File: config.mk
export PLATFORM = sky130hd
export DESIGN_NAME = tbne_cell
export DESIGN_NICKNAME = d
export VERILOG_FILES = /design/src/rtl/assert_macros.svh /design/src/rtl/tbne_pkg.sv /design/src/rtl/tbne_cell.sv
export SDC_FILE = /design/constraint.sdc
export NUM_CORES = 1
export LEC_CHECK = 0
export BUFFER_PORTS_ARGS = -buffer_cell sky130_fd_sc_hd__clkbuf_2
export CELL_PAD_IN_SITES_DETAIL_PLACEMENT = 0
export CELL_PAD_IN_SITES_GLOBAL_PLACEMENT = 1
export CORE_MARGIN = 3
export CORE_UTILIZATION = 45
export DETAILED_ROUTE_END_ITERATION = 12
export PLACE_DENSITY = 0.93
export REMOVE_ABC_BUFFERS = 1
export SYNTH_ARGS = -nofsm -noshare
export SYNTH_HDL_FRONTEND = slang
export SYNTH_SLANG_ARGS = --single-unit
File: constraint.sdc
create_clock -name clk -period 15.6 [get_ports clk]
set_input_delay 2.34 -clock clk [delete_from_list [all_inputs] [get_ports clk]]
set_output_delay 2.34 -clock clk [all_outputs]
set_load 0.01 [all_outputs]
File: src/rtl/assert_macros.svh
// Assertion helpers shared by the RTL. Both take a label, a clock, a reset
// (active low), the property and a message.
`ifndef ASSERT_MACROS_SVH
`define ASSERT_MACROS_SVH
`ifndef SYNTHESIS
`define TBNE_ASSERT(lbl, clk_i, rstn_i, prop, msg) \
	lbl: assert property (@(posedge clk_i) disable iff (!(rstn_i)) (prop)) else $error(msg);
`define TBNE_NEVER(lbl, clk_i, rstn_i, cond, msg) \
	lbl: assert property (@(posedge clk_i) disable iff (!(rstn_i)) !(cond)) else $error(msg);
`else
`define TBNE_ASSERT(lbl, clk_i, rstn_i, prop, msg)
`define TBNE_NEVER(lbl, clk_i, rstn_i, cond, msg)
`endif
`endif

File: src/rtl/tbne_pkg.sv
`default_nettype none
package tbne_pkg;

	localparam int SLOT_W = 4;
	localparam logic [29:0] NS_MAX = 30'd999999999;
	localparam logic [30:0] NS_PER_SEC = 31'd1000000000;

	localparam logic [2:0] MODE_ARM    = 3'd0;
	localparam logic [2:0] MODE_REARM  = 3'd1;
	localparam logic [2:0] MODE_CANCEL = 3'd2;
	localparam logic [2:0] MODE_QUERY  = 3'd3;
	localparam logic [2:0] MODE_POLL   = 3'd4;

	typedef struct packed {
		logic [2:0]        mode;
		logic [31:0]       now_sec;
		logic [29:0]       now_nsec;
		logic [31:0]       interval_sec;
		logic [29:0]       interval_nsec;
		logic [SLOT_W-1:0] slot_index;
	} cmd_t;

	typedef struct packed {
		logic              found;
		logic [SLOT_W-1:0] result_slot;
		logic [31:0]       remain_sec;
		logic [29:0]       remain_nsec;
	} rsp_t;

	// Command travelling down the chain together with the running result.
	typedef struct packed {
		logic [2:0]        mode;
		logic [31:0]       now_sec;
		logic [29:0]       now_nsec;
		logic [31:0]       ivl_sec;
		logic [29:0]       ivl_nsec;
		logic [SLOT_W-1:0] slot;
		logic              found;
		logic [SLOT_W-1:0] rslot;
		logic [32:0]       best_sec;
		logic [29:0]       best_nsec;
	} pkt_t;

endpackage
`default_nettype wire

File: src/rtl/tbne_cell.sv
`default_nettype none
module tbne_cell import tbne_pkg::*; #(
	parameter int IDX = 0
) (
	input  wire logic clk,
	input  wire logic arst_n,
	input  wire logic vld_in,
	input  wire pkt_t pkt_in,
	output logic      vld_q,
	output pkt_t      pkt_q
);

	logic [31:0] per_sec_q;
	logic [29:0] per_nsec_q;
	logic [32:0] dl_sec_q;
	logic [29:0] dl_nsec_q;

	logic        active, hit, ivl_nz;
	logic [31:0] src_sec;
	logic [29:0] src_nsec;
	logic [30:0] sum_ns;
	logic [32:0] sum_s;
	logic [32:0] new_sec;
	logic [29:0] new_nsec;
	logic        wr_per, wr_dl, clr;
	pkt_t        pkt_d;

	assign active = (per_sec_q != '0) || (per_nsec_q != '0);
	assign hit    = (IDX < (2 ** SLOT_W)) && (pkt_in.slot == SLOT_W'(IDX));
	assign ivl_nz = (pkt_in.ivl_sec != '0) || (pkt_in.ivl_nsec != '0);

	// Arm takes the new interval, rearm the stored one.
	assign src_sec  = (pkt_in.mode == MODE_ARM) ? pkt_in.ivl_sec : per_sec_q;
	assign src_nsec = (pkt_in.mode == MODE_ARM) ? pkt_in.ivl_nsec : per_nsec_q;
	assign sum_ns   = {1'b0, src_nsec} + {1'b0, pkt_in.now_nsec};
	assign sum_s    = {1'b0, src_sec} + {1'b0, pkt_in.now_sec};

	always_comb begin
		if (sum_ns >= NS_PER_SEC) begin
			new_nsec = 30'(sum_ns - NS_PER_SEC);
			new_sec  = sum_s + 33'd1;
		end else begin
			new_nsec = sum_ns[29:0];
			new_sec  = sum_s;
		end
	end

	always_comb begin
		pkt_d  = pkt_in;
		wr_per = 1'b0;
		wr_dl  = 1'b0;
		clr    = 1'b0;
		case (pkt_in.mode)
			MODE_ARM: begin
				if (!pkt_in.found && ivl_nz && !active) begin
					wr_per      = 1'b1;
					wr_dl       = 1'b1;
					pkt_d.found = 1'b1;
					pkt_d.rslot = SLOT_W'(IDX);
				end
			end
			MODE_REARM: begin
				if (hit && active) begin
					wr_dl       = 1'b1;
					pkt_d.found = 1'b1;
					pkt_d.rslot = SLOT_W'(IDX);
				end
			end
			MODE_CANCEL: begin
				if (hit) begin
					clr = 1'b1;
					if (active) begin
						pkt_d.found = 1'b1;
						pkt_d.rslot = SLOT_W'(IDX);
					end
				end
			end
			MODE_QUERY: begin
				// Nanoseconds stay below one second, so the joined word orders correctly.
				if (active && (!pkt_in.found ||
						{dl_sec_q, dl_nsec_q} < {pkt_in.best_sec, pkt_in.best_nsec})) begin
					pkt_d.found     = 1'b1;
					pkt_d.rslot     = SLOT_W'(IDX);
					pkt_d.best_sec  = dl_sec_q;
					pkt_d.best_nsec = dl_nsec_q;
				end
			end
			MODE_POLL: begin
				if (!pkt_in.found && active &&
						{dl_sec_q, dl_nsec_q} <= {1'b0, pkt_in.now_sec, pkt_in.now_nsec}) begin
					pkt_d.found = 1'b1;
					pkt_d.rslot = SLOT_W'(IDX);
				end
			end
			default: begin
			end
		endcase
	end

	always_ff @(posedge clk or negedge arst_n) begin
		if (!arst_n) begin
			per_sec_q  <= '0;
			per_nsec_q <= '0;
			vld_q      <= 1'b0;
		end else begin
			vld_q <= vld_in;
			if (vld_in && clr) begin
				per_sec_q  <= '0;
				per_nsec_q <= '0;
			end else if (vld_in && wr_per) begin
				per_sec_q  <= pkt_in.ivl_sec;
				per_nsec_q <= pkt_in.ivl_nsec;
			end
		end
	end

	always_ff @(posedge clk) begin
		pkt_q <= pkt_d;
		if (vld_in && wr_dl) begin
			dl_sec_q  <= new_sec;
			dl_nsec_q <= new_nsec;
		end
	end

endmodule
`default_nettype wire
==> results of run 1 <==
[state kept, by name, indices dropped and copies added (netlist names)]
| name | count |
|---|---|
| pkt_q | 199 |
| dl_sec_q | 33 |
| vld_q | 1 |
| per_nsec_q | 30 |
| dl_nsec_q | 30 |
| per_sec_q | 32 |
[layout make-up]
class                      count  area [sq um]  share of cell area, %
sequential                   325          7450                   34.6
timing repair buffer         412          2090                   9.71
clock inverter                15          93.8                  0.436
multi-input combinational   1351          9580                   44.5
clock buffer                  48          1100                   5.12
tap                          518           648                   3.01
inverter                     145           544                   2.53
[how the worst max path moves through the flow]
stage / depth (start not counted) / end
floorplan: 16 / dl_sec_q[8]
global placement: 18 / dl_sec_q[1]
detailed placement: 16 / dl_sec_q[1]
CTS: 16 / dl_sec_q[1]
global route: 17 / dl_sec_q[20]
finish: 16 / dl_sec_q[1]
[report_power, final]
part           leakage (nW)  switching [W]  internal, W  total, W
combinational          6.85       0.000736     0.000482   0.00122
sequential             3.11      0.0000605     0.000989   0.00105
clock                 0.598       0.000356     0.000500  0.000856
[synthesized netlist by cell type (12+ instances only)]
library cell	n	share of area [%]
sky130_fd_sc_hd__dfxtp_1	199	22
sky130_fd_sc_hd__ha_1	188	13
sky130_fd_sc_hd__a21oi_1	154	4.3
sky130_fd_sc_hd__inv_1	145	3.1
sky130_fd_sc_hd__nand2_1	141	3.0
sky130_fd_sc_hd__nor2_1	131	2.8
sky130_fd_sc_hd__o21ai_0	127	3.6
sky130_fd_sc_hd__a21o_1	78	3.3
sky130_fd_sc_hd__xnor2_1	67	3.3
sky130_fd_sc_hd__mux2_2	65	4.1
sky130_fd_sc_hd__dfrtp_1	63	8.9
sky130_fd_sc_hd__edfxtp_1	63	11
sky130_fd_sc_hd__nand4_1	53	1.9
sky130_fd_sc_hd__nor4_1	42	1.5
sky130_fd_sc_hd__clkbuf_1	38	0.80
sky130_fd_sc_hd__nand3_1	30	0.85
sky130_fd_sc_hd__nor3_1	27	0.76
sky130_fd_sc_hd__xor2_1	27	1.3
sky130_fd_sc_hd__or3_1	17	0.60
sky130_fd_sc_hd__a211oi_1	16	0.68
sky130_fd_sc_hd__and3_1	16	0.56
sky130_fd_sc_hd__o21a_1	16	0.68
sky130_fd_sc_hd__o211ai_1	12	0.51
[per-layer routing]
metal	share of wire (%)	wire, um	vias up	global-route usage (%)
met5	0	0	-	0
met4	2.4	1330	0	6.56
met3	6.9	3890	76	5.02
met2	46	26100	514	43.1
met1	45	25200	7577	35.5
li1	-	-	7558	-
[cells by family (layout without fill, tap and decap cells)]
kind of cell               after synthesis  in the layout  share of synthesized area [%]
adders and majority gates              190            190                           13.5
and+or+nand+nor                        523            523                           14.7
AOI/OAI and AO/OA                      476            476                           16.7
buffers and inverters                  195            620                           4.22
DFF                                    325            325                           42.0
muxes                                   68             68                           4.29
xor gates and xnor gates                94             94                           4.63
[worst register-to-register path: stages, from the launching register on]
cell and delay (ns):
sky130_fd_sc_hd__dfrtp_1 0.44, sky130_fd_sc_hd__mux2_2 0.29, sky130_fd_sc_hd__ha_1 0.22, sky130_fd_sc_hd__inv_1 0.09
sky130_fd_sc_hd__fa_1 0.21, sky130_fd_sc_hd__nor2b_1 0.09, sky130_fd_sc_hd__o31ai_1 0.45, sky130_fd_sc_hd__a21oi_1 0.14
sky130_fd_sc_hd__o21ai_0 0.30, sky130_fd_sc_hd__nand2_1 0.12, sky130_fd_sc_hd__ha_1 0.26, sky130_fd_sc_hd__o221ai_1 0.32
sky130_fd_sc_hd__and4_1 0.29, sky130_fd_sc_hd__o31a_1 0.19, sky130_fd_sc_hd__nand4b_1 0.14, sky130_fd_sc_hd__and2_1 0.53
sky130_fd_sc_hd__buf_4 0.35, sky130_fd_sc_hd__mux2_2 0.39
[through the flow]
stage          total power, W  hold slack, ns  utilization [%]  std cells  area, sq um
6_report              0.00312           0.517             55.4       2814        21500
5_1_grt               0.00331           0.544             55.4       2814        21500
4_1_cts               0.00313           0.523             55.4       2814        21500
3_5_place_dp          0.00226           0.508             52.3       2751        20300
3_3_place_gp          0.00225           0.498             52.3       2751        20300
2_1_floorplan         0.00190           0.475                -       1821        17600
==> qor.json, run 1 <==
{
  "rsz0062_at_grt": {"value": "no"},
  "r2r_cells": {"value": 17},
  "cp_slowest_cell": {"value": "sky130_fd_sc_hd__buf_4"},
  "maxCapViolations": {"value": 0},
  "routed_via_density": {"value": 5.59},
  "drtIter0Drc": {"value": 1046},
  "grt.total_usage": {"value": 26.2, "unit": "%"},
  "fmaxAchievable": {"value": 129, "unit": "MHz"},
  "ir_worst_vdd": {"value": 0.0852, "unit": "mV"},
  "syn_avg_cell_area": {"value": 9.49, "unit": "sq um"},
  "cts-hold-fix-buffers": {"value": 0},
  "critical_path.max_stage_delay": {"value": 0.73, "unit": "ns"},
  "drive_gt1_share": {"value": 24.2, "unit": "%"},
  "clk-insertion-delay-late": {"value": 0.54, "unit": "ns"},
  "worst-slew-pin-transition": {"value": 1.20, "unit": "ns"},
  "fraction_of_synthesis_flops_using_an_asynchronous_set_or_reset_pin": {"value": 19.4, "unit": "%"},
  "grt_antenna_before_repair": {"value": 1},
  "synth_enable_flop_cells": {"value": 63},
  "post-route-min-period": {"value": 7.74, "unit": "ns"},
  "timing.setup.tns": {"value": 0, "unit": "ns"},
  "tritoncts": {"value": "yes"},
  "wl_per_instance": {"value": 20.1, "unit": "um"},
  "drt.antenna.violating_nets": {"value": 0},
  "die_w": {"value": 205, "unit": "um"},
  "die_height": {"value": 205, "unit": "um"},
  "timing.final.crit_share": {"value": 49.6, "unit": "%"},
  "hold_path_class": {"value": "flip-flop to flip-flop"},
  "synth-warning-count": {"value": 0},
  "placement.io_buffers": {"value": 401},
  "initial_cell_density_of_the_core": {"value": 45.7, "unit": "%"},
  "synth_seq_area_share": {"value": 42.0, "unit": "%"},
  "grt_max_degree": {"value": 127},
  "worst_setup_hold_path_clk_slew": {"value": 0.06, "unit": "ns"},
  "timing.hold.worst.start": {"value": "per_nsec_q[15]"},
  "cts.repair.resized": {"value": 0},
  "drc": {"value": 0},
  "path_cells": {"value": "clkbuf_2 > nor3_2 > buf_4 > mux2_2 > ha_1 > a21oi_1 > o21ai_0 > a211oi_1 > o21bai_1 > a21boi_0 > nand4b_1 > or4_1 > nand4b_1 > and2_1 > buf_4 > mux2_2"},
  "worstHoldEndpoint": {"value": "per_nsec_q[15]"},
  "timing_hold_violations_final": {"value": 0},
  "dominantRegCellSynth": {"value": "sky130_fd_sc_hd__dfxtp_1"},
  "timing.final.max_slew_violations": {"value": 0},
  "finalWorstSetupSlack": {"value": 7.86, "unit": "ns"},
  "via_count_of_the_first_global_routing_pass": {"value": 15100},
  "holdPathStages": {"value": 2},
  "grt_pass1_wl": {"value": 85300, "unit": "um"},
  "fillCellCount": {"value": 3537},
  "cts_setup_buffers": {"value": 0},
  "grt_overflow_total": {"value": 0},
  "synth.cell_area": {"value": 17800, "unit": "sq um"},
  "worst-endpoint-arrival": {"value": 8.02, "unit": "ns"},
  "wirelength": {"value": 56500, "unit": "um"},
  "placement.setup.worst_slack": {"value": 7.39, "unit": "ns"},
  "drtPass1Iterations": {"value": 5},
  "routed-via-count": {"value": 15700},
  "worstPathRequired": {"value": 15.89, "unit": "ns"},
  "r2r_start": {"value": "per_nsec_q[0]"},
  "io-pin-count": {"value": 402},
  "setup.worst_path.class": {"value": "input pin to flip-flop"},
  "std_cell_rows": {"value": 72},
  "end_kind": {"value": "flip-flop"},
  "h-tree-depth": {"value": 2},
  "power_density": {"value": 145, "unit": "nW/um^2"},
  "path_buf_inv": {"value": 3},
  "layout.cells.most_common_list": {"value": "400 x sky130_fd_sc_hd__clkbuf_2, 199 x sky130_fd_sc_hd__dfxtp_1, 188 x sky130_fd_sc_hd__ha_1"},
  "detailed_place_hpwl": {"value": 44800, "unit": "um"},
  "area_growth_syn_to_layout": {"value": 21.1, "unit": "%"},
  "antenna_cells": {"value": 0},
  "fp.coreArea": {"value": 38800, "unit": "sq um"},
  "synth.lib_cells_used.distinct": {"value": 78},
  "final_net_count": {"value": 2663},
  "crit-reg2reg-capture": {"value": "dl_sec_q[1]"},
  "clock_path_buffers": {"value": 3},
  "root_cell_of_the_clock_tree": {"value": "sky130_fd_sc_hd__clkbuf_16"},
  "power.leakage": {"value": 10.6, "unit": "nW"},
  "number_of_clock_sinks": {"value": 325},
  "maxSlewHeadroom": {"value": 19.3, "unit": "%"},
  "kind_of_start_point_of_the_critical_path": {"value": "input pin"},
  "cts-buffers-inserted": {"value": 36},
  "run_status": {"value": "complete, no violations"},
  "timing.critical_path.from": {"value": "pkt_in[197]"},
  "crit_fanout": {"value": 63},
  "reg2reg_slack": {"value": 10.54, "unit": "ns"},
  "clock-skew-final": {"value": 0.0161, "unit": "ns"},
  "routabilityCongestion": {"value": 0.927},
  "netlist_instances": {"value": 1871},
  "dieArea": {"value": 41900, "unit": "sq um"},
  "synth_seq_cells": {"value": 325},
  "critical_path.top_delay_family": {"value": "compound AO/OA/AOI/OAI gates"},
  "report.final.setup_viol": {"value": 0},
  "mostFrequentLayoutCell": {"value": "sky130_fd_sc_hd__clkbuf_2"}
}
No activity file was read; power rests on OpenSTA's default activity.
==> run 2, diff against run 1 <==
- ABC_AREA: default -> 1
- CORE_UTILIZATION: 45 -> 40
- PLACE_DENSITY: 0.93 -> 0.87
- clock period: 15.6 -> 7.2 ns (I/O delays scaled with it)
==> qor.json, run 2 <==
{
  "ir_worst_vdd": {"value": 0.157, "unit": "mV"},
  "dieArea": {"value": 53900, "unit": "sq um"},
  "cts-buffers-inserted": {"value": 38},
  "final_net_count": {"value": 3730},
  "worst_setup_hold_path_clk_slew": {"value": 0.07, "unit": "ns"},
  "kind_of_start_point_of_the_critical_path": {"value": "input pin"},
  "synth_enable_flop_cells": {"value": 63},
  "drtPass1Iterations": {"value": 6},
  "maxSlewHeadroom": {"value": 30.0, "unit": "%"},
  "cts-hold-fix-buffers": {"value": 0},
  "fillCellCount": {"value": 5129},
  "drt.antenna.violating_nets": {"value": 0},
  "grt_overflow_total": {"value": 0},
  "synth.cell_area": {"value": 20500, "unit": "sq um"},
  "tritoncts": {"value": "yes"},
  "die_w": {"value": 232, "unit": "um"},
  "hold_path_class": {"value": "flip-flop to flip-flop"},
  "grt_pass1_wl": {"value": 109000, "unit": "um"},
  "worst-slew-pin-transition": {"value": 1.04, "unit": "ns"},
  "cts.repair.resized": {"value": 0},
  "synth-adder-area-share": {"value": 11.7, "unit": "%"},
  "maxCapViolations": {"value": 0},
  "synth_seq_cells": {"value": 325},
  "initial_cell_density_of_the_core": {"value": 40.6, "unit": "%"},
  "synth_simple_gate_area_share": {"value": 28.5, "unit": "%"},
  "largest_register_ff_count": {"value": 199},
  "netlist_instances": {"value": 2940},
  "synth.area.mux_share": {"value": 0, "unit": "%"},
  "routed_via_density": {"value": 5.05},
  "regMostFlops": {"value": "pkt_q"},
  "grt_antenna_before_repair": {"value": 7},
  "synthDominantCellAreaShare": {"value": 19.5, "unit": "%"},
  "rsz0062_at_grt": {"value": "no"},
  "timing.final.max_slew_violations": {"value": 0},
  "placement.io_buffers": {"value": 401},
  "detailed_place_hpwl": {"value": 59900, "unit": "um"},
  "number_of_clock_sinks": {"value": 325},
  "worstPathRequired": {"value": 7.52, "unit": "ns"},
  "post-route-min-period": {"value": 5.36, "unit": "ns"},
  "drc": {"value": 0},
  "synth_top_cells_by_area": {"value": "sky130_fd_sc_hd__dfxtp_1 19%, sky130_fd_sc_hd__nand2_1 15%, sky130_fd_sc_hd__ha_1 11%, sky130_fd_sc_hd__inv_1 10%, sky130_fd_sc_hd__edfxtp_1 9.2%"},
  "run_status": {"value": "complete, no violations"},
  "setup.worst_path.class": {"value": "input pin to flip-flop"},
  "mostFrequentLayoutCell": {"value": "sky130_fd_sc_hd__nand2_1"},
  "timing.final.crit_share": {"value": 74.5, "unit": "%"},
  "die_height": {"value": 232, "unit": "um"},
  "timing.setup.tns": {"value": 0, "unit": "ns"},
  "finalWorstSetupSlack": {"value": 1.84, "unit": "ns"},
  "most_used_standard_cell_by_instance_count_after_synthesis": {"value": "sky130_fd_sc_hd__nand2_1"},
  "fmaxAchievable": {"value": 186, "unit": "MHz"},
  "root_cell_of_the_clock_tree": {"value": "sky130_fd_sc_hd__clkbuf_16"},
  "synth-warning-count": {"value": 0},
  "cp_common_cell": {"value": "sky130_fd_sc_hd__nand2_1"},
  "wirelength": {"value": 73100, "unit": "um"},
  "postPlaceCellArea": {"value": 23200, "unit": "sq um"},
  "fraction_of_synthesis_flops_using_an_asynchronous_set_or_reset_pin": {"value": 19.4, "unit": "%"},
  "biggestRegsByFlops": {"value": "pkt_q (199), dl_sec_q (33), per_sec_q (32)"},
  "drtIter0Drc": {"value": 1791},
  "synth_compound_gate_area_share": {"value": 10.5, "unit": "%"},
  "wl_per_instance": {"value": 18.1, "unit": "um"},
  "power.total": {"value": 0.00585, "unit": "W"},
  "final_core_utilization": {"value": 48.6, "unit": "%"},
  "placement.setup.worst_slack": {"value": 1.33, "unit": "ns"},
  "clock_path_buffers": {"value": 3},
  "syn_avg_cell_area": {"value": 6.96, "unit": "sq um"},
  "layout.cells.most_common_list": {"value": "811 x sky130_fd_sc_hd__nand2_1, 563 x sky130_fd_sc_hd__inv_1, 400 x sky130_fd_sc_hd__clkbuf_2"},
  "drive_gt1_share": {"value": 15.3, "unit": "%"},
  "reg2reg_slack": {"value": 2.70, "unit": "ns"},
  "timing_hold_violations_final": {"value": 0},
  "report.final.setup_viol": {"value": 0},
  "final_standard_cell_area_without_fillers": {"value": 24500, "unit": "sq um"},
  "cp_slowest_cell": {"value": "sky130_fd_sc_hd__nand3_4"},
  "fp.coreArea": {"value": 50400, "unit": "sq um"},
  "cts_setup_buffers": {"value": 0},
  "routabilityCongestion": {"value": 0.942},
  "synth.largest_area_cell": {"value": "sky130_fd_sc_hd__dfxtp_1"},
  "clock-skew-final": {"value": 0.0243, "unit": "ns"},
  "dominantRegCellSynth": {"value": "sky130_fd_sc_hd__dfxtp_1"},
  "end_kind": {"value": "flip-flop"},
  "crit_fanout": {"value": 56},
  "main_combinational_cell_family_by_area_after_synthesis": {"value": "simple AND/OR/NAND/NOR gates"},
  "synth_xor_area_share": {"value": 1.20, "unit": "%"},
  "grt.total_usage": {"value": 26.4, "unit": "%"},
  "area_growth_syn_to_layout": {"value": 19.6, "unit": "%"},
  "synth.lib_cells_used.distinct": {"value": 49},
  "power_density": {"value": 239, "unit": "nW/um^2"},
  "synth_seq_area_share": {"value": 36.4, "unit": "%"},
  "io-pin-count": {"value": 402},
  "std_cell_rows": {"value": 82},
  "power.leakage": {"value": 13.4, "unit": "nW"},
  "h-tree-depth": {"value": 2},
  "worst-endpoint-arrival": {"value": 5.69, "unit": "ns"},
  "grt_max_degree": {"value": 90},
  "clk-insertion-delay-late": {"value": 0.58, "unit": "ns"},
  "via_count_of_the_first_global_routing_pass": {"value": 18700},
  "critical_path.max_stage_delay": {"value": 0.46, "unit": "ns"},
  "routed-via-count": {"value": 20400},
  "synth_common_cells": {"value": "812 x sky130_fd_sc_hd__nand2_1, 563 x sky130_fd_sc_hd__inv_1, 243 x sky130_fd_sc_hd__nor2_1"}
}
run 2: cell count changes after synthesis, sizes merged, moves of 16 or more:
cell    change
nand4      +34
o22ai      +61
a21o       -76
xnor2      -63
mux2       -65
or3        -17
a21oi      +24
inv       +424
nand3     +114
nand2     +678
nor4       -19
nor2      +124
a211oi     -16
run 2: stage by stage:
stage,hold slack (ns),std cells
final,0.542,4044
after global routing,0.556,4041
after CTS,0.538,4040
after detailed placement,0.521,3970
after global placement,0.519,3970
after floorplan,0.498,2888
run 2: report_power, final:
| part | switching (W) | internal [W] |
|---|---|---|
| Sequential | 0.0000464 | 0.00202 |
| Combinational | 0.00122 | 0.000564 |
| Clock | 0.000872 | 0.00113 |
| Total | 0.00214 | 0.00371 |
run 2: path summary, 6_finish.rpt:
path                                    start  depth (start not counted)             to
worst max-delay path              pkt_in[196]                         27    dl_sec_q[5]
worst min-delay path            per_sec_q[13]                          2  per_sec_q[13]
worst max register to register  per_nsec_q[0]                         24    dl_sec_q[5]
worst min register to register  per_sec_q[13]                          2  per_sec_q[13]
max in group asynchronous              arst_n                          2  per_nsec_q[4]
min in group asynchronous              arst_n                          2   per_sec_q[6]
run 2: final cells by class:
class,instances,area [sq um],area share [%]
Multi-Input combinational cell,1993,10600,43.5
Sequential cell,325,7450,30.5
Inverter,570,2140,8.74
Timing Repair Buffer,410,2090,8.53
Clock buffer,49,1090,4.45
Tap cell,672,841,3.44
Clock inverter,21,206,0.844
Antenna cell,4,10.0,0.0409
run 2: metal layers:
metal / share of wire (%) / routed length (um) / global-route usage [%]
met5: 0.037 / 27 / 0
met1: 45 / 33200 / 37.4
met2: 42 / 30500 / 39.8
met4: 3.6 / 2610 / 9.35
met3: 9.2 / 6750 / 5.39
run 2: kinds of logic (layout without fill, tap and decap cells):
kind of cell	count (synthesis)	after routing
other	0	4
buffers and inverters	622	1050
and+or+nand+nor	1375	1375
DFF	325	325
adders and majority gates	190	190
AOI/OAI and AO/OA	400	400
xor gates and xnor gates	28	28
run 2: worst max-delay path, delay by kind of cell:
family / cells / cell delay (ns)
AO/OA/AOI/OAI: 2 / 0.61
buffers and inverters: 6 / 0.88
AND/OR/NAND/NOR: 18 / 2.61
adder cells (fa/ha/maj): 1 / 0.44
